## src/design/pffa_ram.sv

```systemverilog
// generic single-write, single-read ram with registered read data
// depends on nothing
module pffa_ram #(
  parameter int WIDTH = 8,
  parameter int DEPTH = 256
) (
  input  logic                     clk,
  input  logic                     we,
  input  logic [$clog2(DEPTH)-1:0] waddr,
  input  logic [WIDTH-1:0]         wdata,
  input  logic [$clog2(DEPTH)-1:0] raddr,
  output logic [WIDTH-1:0]         rdata
);

  logic [WIDTH-1:0] mem [DEPTH];

  always_ff @(posedge clk) begin
    if (we) begin
      mem[waddr] <= wdata;
    end
    rdata <= mem[raddr];
  end

endmodule

```

## config.mk

```make
export PLATFORM = sky130hd
export DESIGN_NAME = pffa_ram
export DESIGN_NICKNAME = d
export VERILOG_FILES = /design/src/design/pffa_ram.sv
export SDC_FILE = /design/constraint.sdc
export NUM_CORES = 2
export LEC_CHECK = 0
export ABC_CLOCK_PERIOD_IN_PS = 3900
export BUFFER_PORTS_ARGS = -buffer_cell sky130_fd_sc_hd__buf_2
export CORE_MARGIN = 2
export CORE_UTILIZATION = 55
export DETAILED_ROUTE_END_ITERATION = 10
export PLACE_DENSITY = 0.77
export RECOVER_POWER = 100
export SLEW_MARGIN = 25
export SYNTH_ARGS = -nofsm -noshare
export SYNTH_HDL_FRONTEND = slang
export SYNTH_SLANG_ARGS = --single-unit
```

## constraint.sdc

```tcl
create_clock -name clk -period 3.9 [get_ports clk]
set_input_delay 1.17 -clock clk [delete_from_list [all_inputs] [get_ports clk]]
set_output_delay 1.17 -clock clk [all_outputs]
set_load 0.02 [all_outputs]
```

# == Word-level counts from Yosys, hierarchy flattened ==
# Memory sizes are Yosys's and may differ from the RTL's. A register that Yosys moved wholly into a read port is not among the register bits.
# Cells that the tools add are included.
# word_totals
regBits,0
wordCells,3
in_bits,26
out_inout_bits,8
memories,1
ram_bits,2048
# memory_table
name,words,word_bits,read_ports,rd_clocked_by_memory_dff,write_ports,line_no,rtl
mem,256,8,1,1,1,15,logic [WIDTH-1:0] mem [DEPTH];
# classes
muxes,2
# ops
cell,count
$mux W1,2

# == Longest topological paths before layout ==
# depth
ltp_word,2
ltp_mapped,11
depth_no_buf,6

# == Worst setup path before layout ==
# OpenSTA, ideal clock, no wires.
# synth_path
path_kind,input to register
startpoint,input port raddr[0]
endpoint,"register rdata[2], read port of mem"
setup_slack_ps,792
setup_time_ps,131
arrival_time_ps,2977
path_stages,9
cell_sequence,buf_6 > buf_12 > buf_8 > buf_2 > mux4_2 > a22oi_1 > a21oi_1 > nor4_1 > nor4_2
# synth_rtl
element,line_no,rtl
start: declaration,11,"input logic [$clog2(DEPTH)-1:0] raddr,"
end: declaration,12,output logic [WIDTH-1:0] rdata

# == Worst setup path in the final report ==
# layout_path
startpoint,input port waddr[2]
endpoint,memory mem[139][2] (enable)
# layout_rtl
element,line_no,rtl
start: declaration,9,"input logic [$clog2(DEPTH)-1:0] waddr,"
end: declaration,15,
# No word-level cell before the write port.

==> run_summary.xml <==
<?xml version="1.0" encoding="UTF-8"?>
<metrics>
  <group name="global_routing">
    <metric name="first_global_vias" unit="">41650</metric>
    <metric name="grt_antenna_before_repair" unit="">7</metric>
    <metric name="grt_overflow" unit="">0</metric>
    <metric name="global_route_wire_length_before_repair" unit="um">287300</metric>
    <metric name="grt_max_degree" unit="">113</metric>
    <metric name="grtUsageTotal" unit="%">27.10</metric>
  </group>
  <group name="drt">
    <metric name="drt_pass1_iterations" unit="">7</metric>
    <metric name="drc_violation_total_after_the_first_tritonroute_iteration" unit="">6236</metric>
    <metric name="number_of_vias_in_the_routed_layout" unit="">41480</metric>
    <metric name="route.final.wire_length" unit="um">197500</metric>
    <metric name="route.detailed.wl_per_inst" unit="um">31.29</metric>
    <metric name="vias_per_cell" unit="">6.573</metric>
    <metric name="detail-route-antenna-nets" unit="">0</metric>
    <metric name="drc" unit="">0</metric>
  </group>
  <group name="worst_setup_path">
    <metric name="critical_path_arrival" unit="ns">4.21</metric>
    <metric name="crit_path_end_kind" unit="">register</metric>
    <metric name="crit_fanout" unit="">13</metric>
    <metric name="r2r_slack" unit="ns">1.29</metric>
    <metric name="worst_setup_path_endpoint" unit="">mem[139][2]</metric>
    <metric name="worst_r2r_src" unit="">mem[67][2]</metric>
    <metric name="rr_endpoint" unit="">rdata[2]</metric>
    <metric name="type_of_the_worst_setup_path" unit="">primary input to register</metric>
    <metric name="worstPathRequired" unit="ns">4.44</metric>
    <metric name="rr_worst_depth" unit="">6</metric>
    <metric name="worstSetupStartpointType" unit="">primary input</metric>
    <metric name="worstSetupStartpoint" unit="">waddr[2]</metric>
  </group>
  <group name="timing">
    <metric name="hold_viol" unit="">0</metric>
    <metric name="finalWorstSetupSlack" unit="ns">0.2231</metric>
    <metric name="finalWorstPathRequiredPeriod" unit="ns">3.677</metric>
    <metric name="timing.final.setup_violations" unit="">0</metric>
    <metric name="rsz0062_at_grt" unit="">no</metric>
    <metric name="finClkSkew" unit="ns">0.02697</metric>
    <metric name="tightest_slew" unit="ns">2.986</metric>
    <metric name="final_min_period_over_clock_period" unit="%">94.28</metric>
    <metric name="setup_total_negative_slack" unit="ns">0</metric>
    <metric name="clock.fmax" unit="GHz">0.2720</metric>
    <metric name="slew_headroom" unit="%">-99.04</metric>
    <metric name="finalMaxSlewViolations" unit="">843</metric>
  </group>
  <group name="run">
    <metric name="max_cap_viol_count" unit="">22</metric>
  </group>
  <group name="clock_network">
    <metric name="tritoncts" unit="">done</metric>
    <metric name="post_cts.repair.setup_buffers" unit="">0</metric>
    <metric name="clkSlewWorstSetupHoldPaths" unit="ns">0.06</metric>
    <metric name="numClockSinks" unit="">2056</metric>
    <metric name="ctsHoldBuffers" unit="">0</metric>
    <metric name="maximum_clock_insertion_buffer_count" unit="">3</metric>
    <metric name="cts_made_buffers" unit="">190</metric>
    <metric name="htree_levels" unit="">4</metric>
    <metric name="clock_tree.root_cell" unit="">sky130_fd_sc_hd__clkbuf_16</metric>
    <metric name="clk-insertion-delay-late" unit="ns">0.83</metric>
    <metric name="cts_repair_resize_count" unit="">0</metric>
  </group>
  <group name="logic_synthesis">
    <metric name="synthArstFlopShare" unit="%">0</metric>
    <metric name="ys.flop_type" unit="">sky130_fd_sc_hd__edfxtp_1</metric>
    <metric name="net_count_after_synthesis" unit="">3759</metric>
    <metric name="post_synth_inst_count" unit="">3733</metric>
    <metric name="ys_seq_area_share" unit="%">77.50</metric>
    <metric name="synthDistinctLibCells" unit="">55</metric>
    <metric name="netlist_area" unit="um^2">79560</metric>
    <metric name="synth-seq-cells" unit="">2056</metric>
    <metric name="synth.avg_cell_area" unit="um^2">21.31</metric>
    <metric name="yosys_warnings" unit="">0</metric>
    <metric name="number_of_synthesized_flops_with_an_enable_pin" unit="">2048</metric>
  </group>
  <group name="floorplanning">
    <metric name="die_h" unit="um">384.3</metric>
    <metric name="chipWidth" unit="um">384.3</metric>
    <metric name="design.portCount" unit="">34</metric>
    <metric name="floorplan.die_area" unit="um^2">147700</metric>
    <metric name="floorplan.core_area" unit="um^2">143700</metric>
    <metric name="initial_utilization" unit="%">55.38</metric>
    <metric name="rows" unit="">139</metric>
  </group>
  <group name="power">
    <metric name="power_per_cell_area" unit="nW/um^2">496.3</metric>
    <metric name="power.net_switching" unit="mW">9.423</metric>
    <metric name="cellLeakagePower" unit="nW">27.91</metric>
    <metric name="share_clk_of_total_power" unit="%">40.1</metric>
    <metric name="pnr_total_power" unit="mW">44.67</metric>
    <metric name="power.sequential.fraction" unit="%">54.7</metric>
    <metric name="p_int" unit="mW">35.24</metric>
    <metric name="ir_worst_vdd" unit="uV">513.3</metric>
    <metric name="power.switching_fraction" unit="%">21.10</metric>
    <metric name="comb_power_share" unit="%">5.2</metric>
  </group>
  <group name="placed_design">
    <metric name="placer_congestion_estimate" unit="">0.8815</metric>
    <metric name="dpl_cell_area" unit="um^2">85310</metric>
    <metric name="place_ws" unit="ns">-0.5332</metric>
    <metric name="buffer_ports.inserted" unit="">33</metric>
    <metric name="place.detailed.hpwl" unit="um">122800</metric>
  </group>
  <group name="layout">
    <metric name="finish.instance_area" unit="um^2">89990</metric>
    <metric name="area.growth.synth_to_final" unit="%">13.12</metric>
    <metric name="nets" unit="">4273</metric>
    <metric name="share_of_cells_above_drive_strength_1" unit="%">22.06</metric>
    <metric name="final_common_cell" unit="">sky130_fd_sc_hd__edfxtp_1</metric>
    <metric name="layout_common_cells" unit="">2048 x sky130_fd_sc_hd__edfxtp_1, 454 x sky130_fd_sc_hd__mux4_2, 353 x sky130_fd_sc_hd__clkbuf_1</metric>
  </group>
  <group name="min_path">
    <metric name="holdCritPathClass" unit="">primary input to register</metric>
    <metric name="worstHoldStart" unit="">wdata[5]</metric>
  </group>
  <group name="status">
    <metric name="violations_in_the_final_reports" unit="">capacitance limit, slew limit</metric>
    <metric name="status" unit="">finished with violations</metric>
  </group>
</metrics>
[power by group through the flow]
stage                     Clock [mW]  Sequential (mW)  Combinational, mW
after floorplan                    0             24.9               1.18
after global placement             0             24.9               2.28
after detailed placement           0             24.9               2.33
after CTS                       18.1             24.4               2.35
after global routing            18.9             24.4               2.44
final                           17.9             24.4               2.33
[layer usage]
| layer | routed length, um | up-vias | GRT usage [%] |
|---|---|---|---|
| li1 | - | 16700 | - |
| met1 | 69760 | 21460 | 36.66 |
| met2 | 95080 | 2867 | 42.79 |
| met3 | 24550 | 441 | 7.161 |
| met4 | 8040 | 6 | 10.25 |
| met5 | 36 | - | 0 |
[cell type report]
class                           count  area, um^2
Antenna cell                        6       15.01
Clock buffer                      240        5005
Clock inverter                    106       967.2
Fill cell                        9525       53660
Inverter                            2       7.507
Multi-Input combinational cell   1442       16490
Sequential cell                  2056       61660
Tap cell                         1903        2381
Timing Repair Buffer              555        3467
[worst max-delay path, stage by stage]
cell and delay, ns:
sky130_fd_sc_hd__clkbuf_1 0.31, sky130_fd_sc_hd__nor2b_1 0.22, sky130_fd_sc_hd__nand4_1 0.14, sky130_fd_sc_hd__clkbuf_1 1.63, sky130_fd_sc_hd__nor2_1 0.41, sky130_fd_sc_hd__clkbuf_1 0.31
[worst min path at each step]
stage	cells past startpoint	endpoint
global placement	7	rdata[5]
CTS	1	mem[60][7]
finish	1	mem[161][5]
floorplan	6	rdata[3]
detailed placement	5	rdata[7]
global route	1	mem[162][5]
[registers in the layout, indices dropped and copies added (netlist names)]
name,count
mem,2048
rdata,8
[logic make-up (layout without fill, tap and decap cells)]
logic type / after synthesis / in the layout / share of synthesized area, %
buffers and inverters: 235 / 903 / 1.831
DFF: 2056 / 2056 / 77.50
other: 0 / 6 / 0
AOI/OAI and AO/OA: 385 / 385 / 3.419
muxes: 591 / 591 / 14.62
and+or+nand+nor: 466 / 466 / 2.628
[cells in the mapped netlist, drive strengths merged (10+ instances only)]
| cell | count | share of area, % |
|---|---|---|
| o221ai | 47 | 0.53 |
| a21oi | 96 | 0.60 |
| a221oi | 14 | 0.16 |
| buf | 122 | 1.3 |
| clkbuf | 111 | 0.52 |
| a22oi | 133 | 1.3 |
| nand2 | 33 | 0.16 |
| nor3 | 22 | 0.14 |
| mux2i | 134 | 1.7 |
| nor4 | 27 | 0.24 |
| nand4 | 10 | 0.079 |
| nor2b | 31 | 0.24 |
| edfxtp | 2048 | 77 |
| nor2 | 282 | 1.3 |
| o22ai | 28 | 0.22 |
| mux4 | 456 | 13 |
| o211ai | 10 | 0.094 |
| o21ai | 12 | 0.075 |
| a211oi | 16 | 0.15 |
| nand3 | 34 | 0.21 |
[through the flow]
stage / cells / hold WS (ns) / util [%]
after detailed placement: 5958 / 1.034 / 59.38
after global placement: 5958 / 1.018 / 59.38
final: 6310 / 0.8886 / 62.65
after CTS: 6304 / 0.8261 / 63.54
after global routing: 6304 / 0.8720 / 62.64
after floorplan: 3733 / 0.7699 / -
No activity file was read; power rests on OpenSTA's default activity.
