$ cat config.mk
export PLATFORM = sky130hd
export DESIGN_NAME = pffa_walk_unit
export DESIGN_NICKNAME = d
export VERILOG_FILES = /design/src/design/pffa_pkg.sv /design/src/design/pffa_walk_unit.sv
export SDC_FILE = /design/constraint.sdc
export NUM_CORES = 1
export LEC_CHECK = 0
export ABC_AREA = 1
export BUFFER_PORTS_ARGS = -buffer_cell sky130_fd_sc_hd__buf_2
export CELL_PAD_IN_SITES_DETAIL_PLACEMENT = 0
export CELL_PAD_IN_SITES_GLOBAL_PLACEMENT = 1
export CORE_ASPECT_RATIO = 0.9
export CORE_MARGIN = 2
export CORE_UTILIZATION = 38
export DETAILED_ROUTE_END_ITERATION = 8
export GPL_ROUTABILITY_DRIVEN = 0
export PLACE_DENSITY_LB_ADDON = 0.1
export RECOVER_POWER = 50
export SKIP_LAST_GASP = 1
export SLEW_MARGIN = 20
export SYNTH_ARGS = -nofsm -noshare
export SYNTH_HDL_FRONTEND = slang
export SYNTH_SLANG_ARGS = --single-unit
$ cat constraint.sdc
create_clock -name vclk -period 4.85
set_input_delay 0.2425 -clock vclk [all_inputs]
set_output_delay 0.2425 -clock vclk [all_outputs]
set_load 0.02 [all_outputs]
$ cat src/design/pffa_pkg.sv
// shared types and constants of the page first-fit allocator
// no dependencies; imported by pffa_walk_unit and the top level
package pffa_pkg;

  localparam int MAX_PAGE_BYTES = 4096;
  localparam int HEADER_BYTES   = 8;

  localparam int ADDR_W = $clog2(MAX_PAGE_BYTES);  // header store address
  localparam int SIZE_W = ADDR_W;                  // block data size
  localparam int HDR_W  = SIZE_W + 1;              // size plus free mark
  localparam int REQ_W  = 13;                      // request and page size fields
  localparam int OFF_W  = ADDR_W + 2;              // walk offset, room for overshoot

  localparam logic OP_FORMAT = 1'b0;
  localparam logic OP_ALLOC  = 1'b1;

  typedef struct packed {
    logic              free;
    logic [SIZE_W-1:0] size;
  } hdr_t;

  // status from the shared walk unit to the sequencer
  typedef struct packed {
    logic              in_range;
    logic              fit_exact;
    logic              fit_split;
    logic [OFF_W-1:0]  next_off;
    logic [ADDR_W-1:0] split_addr;
    logic [SIZE_W-1:0] rest;
  } walk_res_t;

endpackage

$ cat src/design/pffa_walk_unit.sv
// shared add/compare unit for the chain walk: fit checks and offset sums
// depends on pffa_pkg
module pffa_walk_unit (
  input  logic [pffa_pkg::OFF_W-1:0] off,
  input  pffa_pkg::hdr_t             hdr,
  input  logic [pffa_pkg::REQ_W-1:0] req,
  input  logic [pffa_pkg::REQ_W-1:0] limit,
  output pffa_pkg::walk_res_t        res
);
  import pffa_pkg::*;

  localparam logic [OFF_W-1:0] HDR_OFF = OFF_W'(HEADER_BYTES);
  localparam logic [OFF_W-1:0] MAX_OFF = OFF_W'(MAX_PAGE_BYTES);

  logic [OFF_W-1:0] off_h;
  logic [OFF_W-1:0] req_h;
  logic [OFF_W-1:0] size_x;
  logic [OFF_W-1:0] req_x;
  logic [OFF_W-1:0] split_sum;
  logic [OFF_W-1:0] rest_x;

  always_comb begin
    size_x    = OFF_W'(hdr.size);
    req_x     = OFF_W'(req);
    off_h     = off + HDR_OFF;
    req_h     = req_x + HDR_OFF;
    split_sum = off_h + req_x;
    rest_x    = size_x - req_h;

    res.in_range   = (off_h <= OFF_W'(limit)) && (off < MAX_OFF);
    res.fit_exact  = hdr.free && (size_x == req_x);
    res.fit_split  = hdr.free && (size_x >= req_h);
    res.next_off   = off_h + size_x;
    res.split_addr = split_sum[ADDR_W-1:0];
    res.rest       = rest_x[SIZE_W-1:0];
  end

endmodule

# Yosys cells after proc, flatten, opt, wreduce, memory -nomap -nowiden

Index checks and enable logic that the tools add are counted.

Register bits after elaboration: 0
Latch bits: 0
Bits in writable memories: 0
Bits in read-only memories: 0
Input bits: 53
Memories kept: 0

$add $sub $neg: 5
$mul: 0
Divide/modulo/power cells: 0
Order comparisons: 3
Equality and inequality tests: 1
Shift-type cells: 0
Mux-type cells: 0
Bitwise operators: 0
Reduce and logical (&&, ||, !) cells: 3

Operators with widths:

| cell                    | count |
|---|---|
| $add A13 B4 Y14 const B | 1 |
| $add A14 B12 Y14        | 1 |
| $add A14 B4 Y14 const B | 1 |
| $ge A12 B14 Y1          | 1 |
| $le A14 B13 Y1          | 1 |
| $lt A14 B13 Y1 const B  | 1 |
| $eq A12 B13 Y1          | 1 |
| $add A12 B12 Y12        | 1 |
| $sub A12 B12 Y12        | 1 |
| $logic_and A1 B1 Y1     | 3 |

# Depth between registers and ports, before layout

Gate-level depths: netlist of run 1.

Depth in word-level cells: 3
Depth in mapped cells: 15
Depth with buffers taken out: 15

# Least setup slack after synthesis of run 1

Ideal clock, no wire load.

Path kind: in2out
Start point: input off[3] in the netlist's numbering
End point: output res[36] in the netlist's numbering
Arrival time: 2.075 ns
Slack: 2.532 ns
Stages: 13
Cell sequence: ha_1 -> nand2_1 -> nor2_2 -> nand2_2 -> xor2_2 -> ha_1 -> inv_1 -> nor2_2 -> nand2_1 -> nor3_1 -> nand2_1 -> o211ai_1 -> xor2_1

RTL lines:

| what        | RTL line            | RTL |
|---|---|---|
| from (decl) | pffa_walk_unit.sv:4 | `input logic [pffa_pkg::OFF_W-1:0] off,` |
| to (decl)   | pffa_walk_unit.sv:8 | `output pffa_pkg::walk_res_t res` |

==> results.cfg, run 1 <==
[logic_synthesis]
synth_nets = 504
ys_warn_count = 0
seq_area_frac_synth_pct = 0
avgSynthCellArea_um2 = 6.38
synthCells = 397
ys_types = 34
syn_area_mm2 = 0.00253

[clock_network]
cts_setup_buffers = 0
cts-resized-gates = 0
postCtsHoldBufs = 0

[placement]
place_area_mm2 = 0.00311
port-buffer-count = 94
hpwlAfterDp_mm = 6.89

[hold_path]
hold_class = primary input to output port
worstHoldEndpoint = res[24]
hold_depth = 3
worstHoldStart = hdr[0]

[die]
die_width_um = 90.0
core_area_mm2 = 0.00652
io_pins = 94
die_area_mm2 = 0.00733
start_util_pct = 38.8
die_y_um = 81.4
rows = 28

[critical_path]
crit_start = off[3]
start_kind = primary input
cp_max_fo = 4
crit_type = primary input to output port
endpoint_kind = output port
crit_arrival_ns = 2.49
crit_required_ns = 4.61

[global_routing]
grt_max_degree = 8
grt_pass1_vias = 2598
globalRouteOverflowTotal = 0
antenna_found_initial = 0
grt_first_pass_wirelength_mm = 12.3
gr-usage-all-layers_pct = 20.2

[timing]
setup_tns_ns = 0
final_max_slew_viol_count = 0
finalHoldViolCount = 0
maxClockFrequency_ghz = 0.366
min_period_ns = 2.73
finalSetupViolations = 0
tightest_slew_ns = 0.505
slew_headroom_pct = 66.0
rsz0062_at_grt = no
finalCritPeriodShare_pct = 56.3

[drt]
routed_via_density = 4.94
firstDrtPassIters = 4
wl_per_cell_um = 13.2
drc = 0
wirelength_mm = 7.68
drtIter0Drc = 126
ant_nets = 0
vias = 2870

[power_and_ir_drop]
power_density_mw_per_mm2 = 168
finalPower_uw = 518
p_leak_nw = 1.67
vdd_drop_max_v = 0.0000796

[outcome]
status = finished clean

[cells_and_area]
nFlopsAndLatches = 0
n_clock_buffer = 0
seq_area_um2 = 0
diodes = 0
stdcell_area_mm2 = 0.00308
final_nets = 600
drive_gt1_share_pct = 19.3
syn2layout_area_growth_pct = 21.8
most-common-layout-cells = 76 x nand2_1, 76 x buf_2, 60 x inv_1, 51 x ha_1, 38 x a21oi_1

[run]
drv_cap = 0
critical path: stages:
cell       delay [ns]
buf_2            0.12
ha_1             0.18
nand2_1          0.08
nor2_2           0.14
xor2_1           0.43
ha_1             0.26
inv_1            0.08
o21ai_0          0.25
inv_1            0.10
o2111ai_1        0.27
xor2_1           0.17
buf_2            0.18
cells in the mapped netlist (3+ instances only):
master    count  area [um^2]
ha_1         51          638
a21o_1        3         22.5
o22ai_1       3         18.8
a21oi_1      38          190
xnor2_1      15          131
nand2_2       4         25.0
a211oi_1      3         22.5
nand2_1      76          285
nor2_2        5         31.3
nand4_1       5         31.3
o21ai_0      10         50.1
nor2_1       31          116
nand3_2       4         40.0
o21bai_1      3         22.5
nand3_1      21          105
o21ai_1      10         50.1
inv_1        60          225
fa_1          3         60.1
xor2_1       31          272
cells by family (layout without fill, tap and decap cells):
| kind of cell | after synthesis | after routing | synth area share, % |
|---|---|---|---|
| xor gates and xnor gates | 47 | 47 | 16.6 |
| adders and majority gates | 54 | 54 | 27.6 |
| buffers and inverters | 60 | 154 | 8.90 |
| and+or+nand+nor | 155 | 155 | 28.5 |
| AOI/OAI and AO/OA | 81 | 81 | 18.4 |
metal layers:
layer | up-vias | part of all wire (%) | GRT usage [%]
met5 | - | 0 | 0
met2 | 72 | 44 | 34.6
met3 | 2 | 4.4 | 1.93
met1 | 1274 | 51 | 29.1
met4 | 0 | 0.47 | 1.23
li1 | 1522 | - | -
layout make-up:
class | instances | area (um^2)
inverter | 60 | 225
timing repair buffer | 94 | 448
multi-input combinational | 337 | 2300
fill | 745 | 3430
tap | 90 | 113
worst max path at each step:
stage	end	slack (ns)	cells past startpoint
final	res[34]	2.12	12
after global routing	res[34]	1.86	12
after CTS	res[34]	2.09	12
after detailed placement	res[34]	2.09	12
after global placement	res[34]	2.08	12
after floorplan	res[36]	2.53	13
metrics by stage:
step	setup slack, ns	instances	util [%]	hold WS [ns]
4_1_cts	2.09	581	47.8	0.836
6_report	2.12	581	47.3	0.910
5_1_grt	1.86	581	47.3	0.927
2_1_floorplan	2.53	397	-	0.636
3_5_place_dp	2.09	581	47.8	0.834
3_3_place_gp	2.08	581	47.8	0.832
power by group:
| part | switching [mW] | internal, mW |
|---|---|---|
| clock | 0 | 0 |
| combinational | 0.336 | 0.183 |
| sequential | 0 | 0 |
| total | 0.336 | 0.183 |
(Power assumes the default switching activity.)
==> run 2, diff against run 1 <==
--- a/config.mk
+++ b/config.mk
@@ -11,7 +11,7 @@
 export CELL_PAD_IN_SITES_GLOBAL_PLACEMENT = 1
 export CORE_ASPECT_RATIO = 0.9
 export CORE_MARGIN = 2
-export CORE_UTILIZATION = 38
+export CORE_UTILIZATION = 36
 export DETAILED_ROUTE_END_ITERATION = 8
 export GPL_ROUTABILITY_DRIVEN = 0
 export PLACE_DENSITY_LB_ADDON = 0.1
==> constraint.sdc (replaced) <==
create_clock -name vclk -period 2.7
set_input_delay 0.135 -clock vclk [all_inputs]
set_output_delay 0.135 -clock vclk [all_outputs]
set_load 0.02 [all_outputs]
==> run 2 against run 1 <==
- critical path type unchanged
- core utilization decreased by 0.98 points
- highest routed layer unchanged
- combinational power up 80%
- first-iteration DRC count fell by 37%
- hold slack worse by 0.21 ns
- final area increased by 0.57%
==> results.cfg, run 2 (synthesized netlist as in run 1, its figures left out) <==
[run]
drv_cap = 0

[global_routing]
globalRouteOverflowTotal = 0
antenna_found_initial = 0
grt_max_degree = 8
grt_pass1_vias = 2737
gr-usage-all-layers_pct = 19.1
grt_first_pass_wirelength_mm = 12.4

[drt]
routed_via_density = 4.99
vias = 2902
firstDrtPassIters = 4
wirelength_mm = 7.64
ant_nets = 0
wl_per_cell_um = 13.1
drc = 0
drtIter0Drc = 80

[cells_and_area]
n_fill_cell = 744
diodes = 0
nFlopsAndLatches = 0
syn2layout_area_growth_pct = 22.5
n_clock_buffer = 0
final_common_cell = nand2_1
final_nets = 601
most-common-layout-cells = 76 x nand2_1, 75 x buf_2, 60 x inv_1, 51 x ha_1, 38 x a21oi_1
drive_gt1_share_pct = 19.7
seq_area_um2 = 0

[timing]
finalSetupViolations = 0
tightest_slew_ns = 0.544
rsz0062_at_grt = no
slew_headroom_pct = 63.4
maxClockFrequency_ghz = 0.410
final_max_slew_viol_count = 0
finalHoldViolCount = 0
setup_tns_ns = 0
min_period_ns = 2.44
finalCritPeriodShare_pct = 90.4

[die]
die_y_um = 83.6
io_pins = 94
core_area_mm2 = 0.00669
start_util_pct = 37.8
die_width_um = 92.4
rows = 28
die_area_mm2 = 0.00772

[hold_path]
hold_depth = 3
worstHoldStart = hdr[0]
hold_class = primary input to output port
worstHoldEndpoint = res[24]

[critical_path]
path_cells = buf_2, ha_1, nand2_1, nor2_2, nand2_2, xor2_2, ha_1, inv_1, nor2_2, nand2_1, nor3_1, nand2_1, o211ai_1, xor2_1, buf_2
crit_arrival_ns = 2.31
cp_max_fo = 5
path_common_cell = nand2_1
start_kind = primary input
endpoint_kind = output port
critical-path-max-stage-delay_ns = 0.40
crit_required_ns = 2.57
crit_type = primary input to output port
cpMaxStageDelayCell = ha_1

[power_and_ir_drop]
finalPower_uw = 933
p_leak_nw = 1.68
p_seq_share_pct = 0
clockPowerShare_pct = 0
power_frac_comb_pct = 100.0
p_sw_share_pct = 64.7
vdd_drop_max_v = 0.0000996
p_switching_uw = 603
power_density_mw_per_mm2 = 301
intPower_uw = 329

[clock_network]
postCtsHoldBufs = 0
cts_setup_buffers = 0

[placement]
port-buffer-count = 94
hpwlAfterDp_mm = 6.91

[outcome]
status = finished clean
-- run 2: cell types whose count changed in the layout (fill, tap and decap cells not counted), sizes merged --
cell    before  now
clkbuf      18   19
-- run 2: power groups by stage --
stage                     clock network, mW  registers, mW  logic, mW
after floorplan                           0              0      0.644
after global placement                    0              0      0.953
after detailed placement                  0              0      0.948
after CTS                                 0              0      0.954
after global routing                      0              0       1.03
final                                     0              0      0.933
-- run 2: timing repair --
| action | 4_1_cts | 5_1_grt |
|---|---|---|
| resized for setup | 0 | 1 |
| hold endpoints to repair | 0 | 0 |
| setup endpoints to repair | 0 | 1 |
-- run 2: layout make-up --
type / instances / area, um^2 / area share (%)
Multi-Input combinational cell: 337 / 2310 / 74.5
Timing Repair Buffer: 95 / 454 / 14.6
Inverter: 60 / 225 / 7.26
Tap cell: 90 / 113 / 3.63
-- run 2: stage by stage --
stage	area, um^2	hold WS (ns)	setup slack, ns	util, %	cells
2_1_floorplan	2530	0.421	0.597	-	397
3_3_place_gp	3120	0.618	0.277	46.7	582
3_5_place_dp	3120	0.626	0.245	46.7	582
4_1_cts	3120	0.626	0.223	46.7	582
5_1_grt	3100	0.711	0.0214	46.4	582
6_report	3100	0.699	0.260	46.4	582
-- run 2: worst max-delay path, delay by kind of cell --
family                   cells  cell delay [ns]
AND/OR/NAND/NOR              7             0.73
buffers and inverters        3             0.38
adder cells (fa/ha/maj)      2             0.58
XOR/XNOR                     2             0.36
AO/OA/AOI/OAI                1             0.10
-- run 2: worst max path at each step --
stage | start | end | slack, ns | depth (start not counted)
after global placement | off[3] | res[36] | 0.28 | 14
after global routing | off[5] | res[36] | 0.02 | 15
after CTS | off[3] | res[36] | 0.22 | 14
after floorplan | off[3] | res[36] | 0.60 | 13
after detailed placement | off[3] | res[36] | 0.25 | 14
final | off[3] | res[36] | 0.26 | 15
-- run 2: per-layer routing --
layer  routed length (um)  vias up  GRT usage (%)
met1                 3760     1301           27.6
met4                   74        0           1.63
li1                     -     1518              -
met2                 3450       79           32.2
met5                    0        -              0
met3                  361        4           1.08
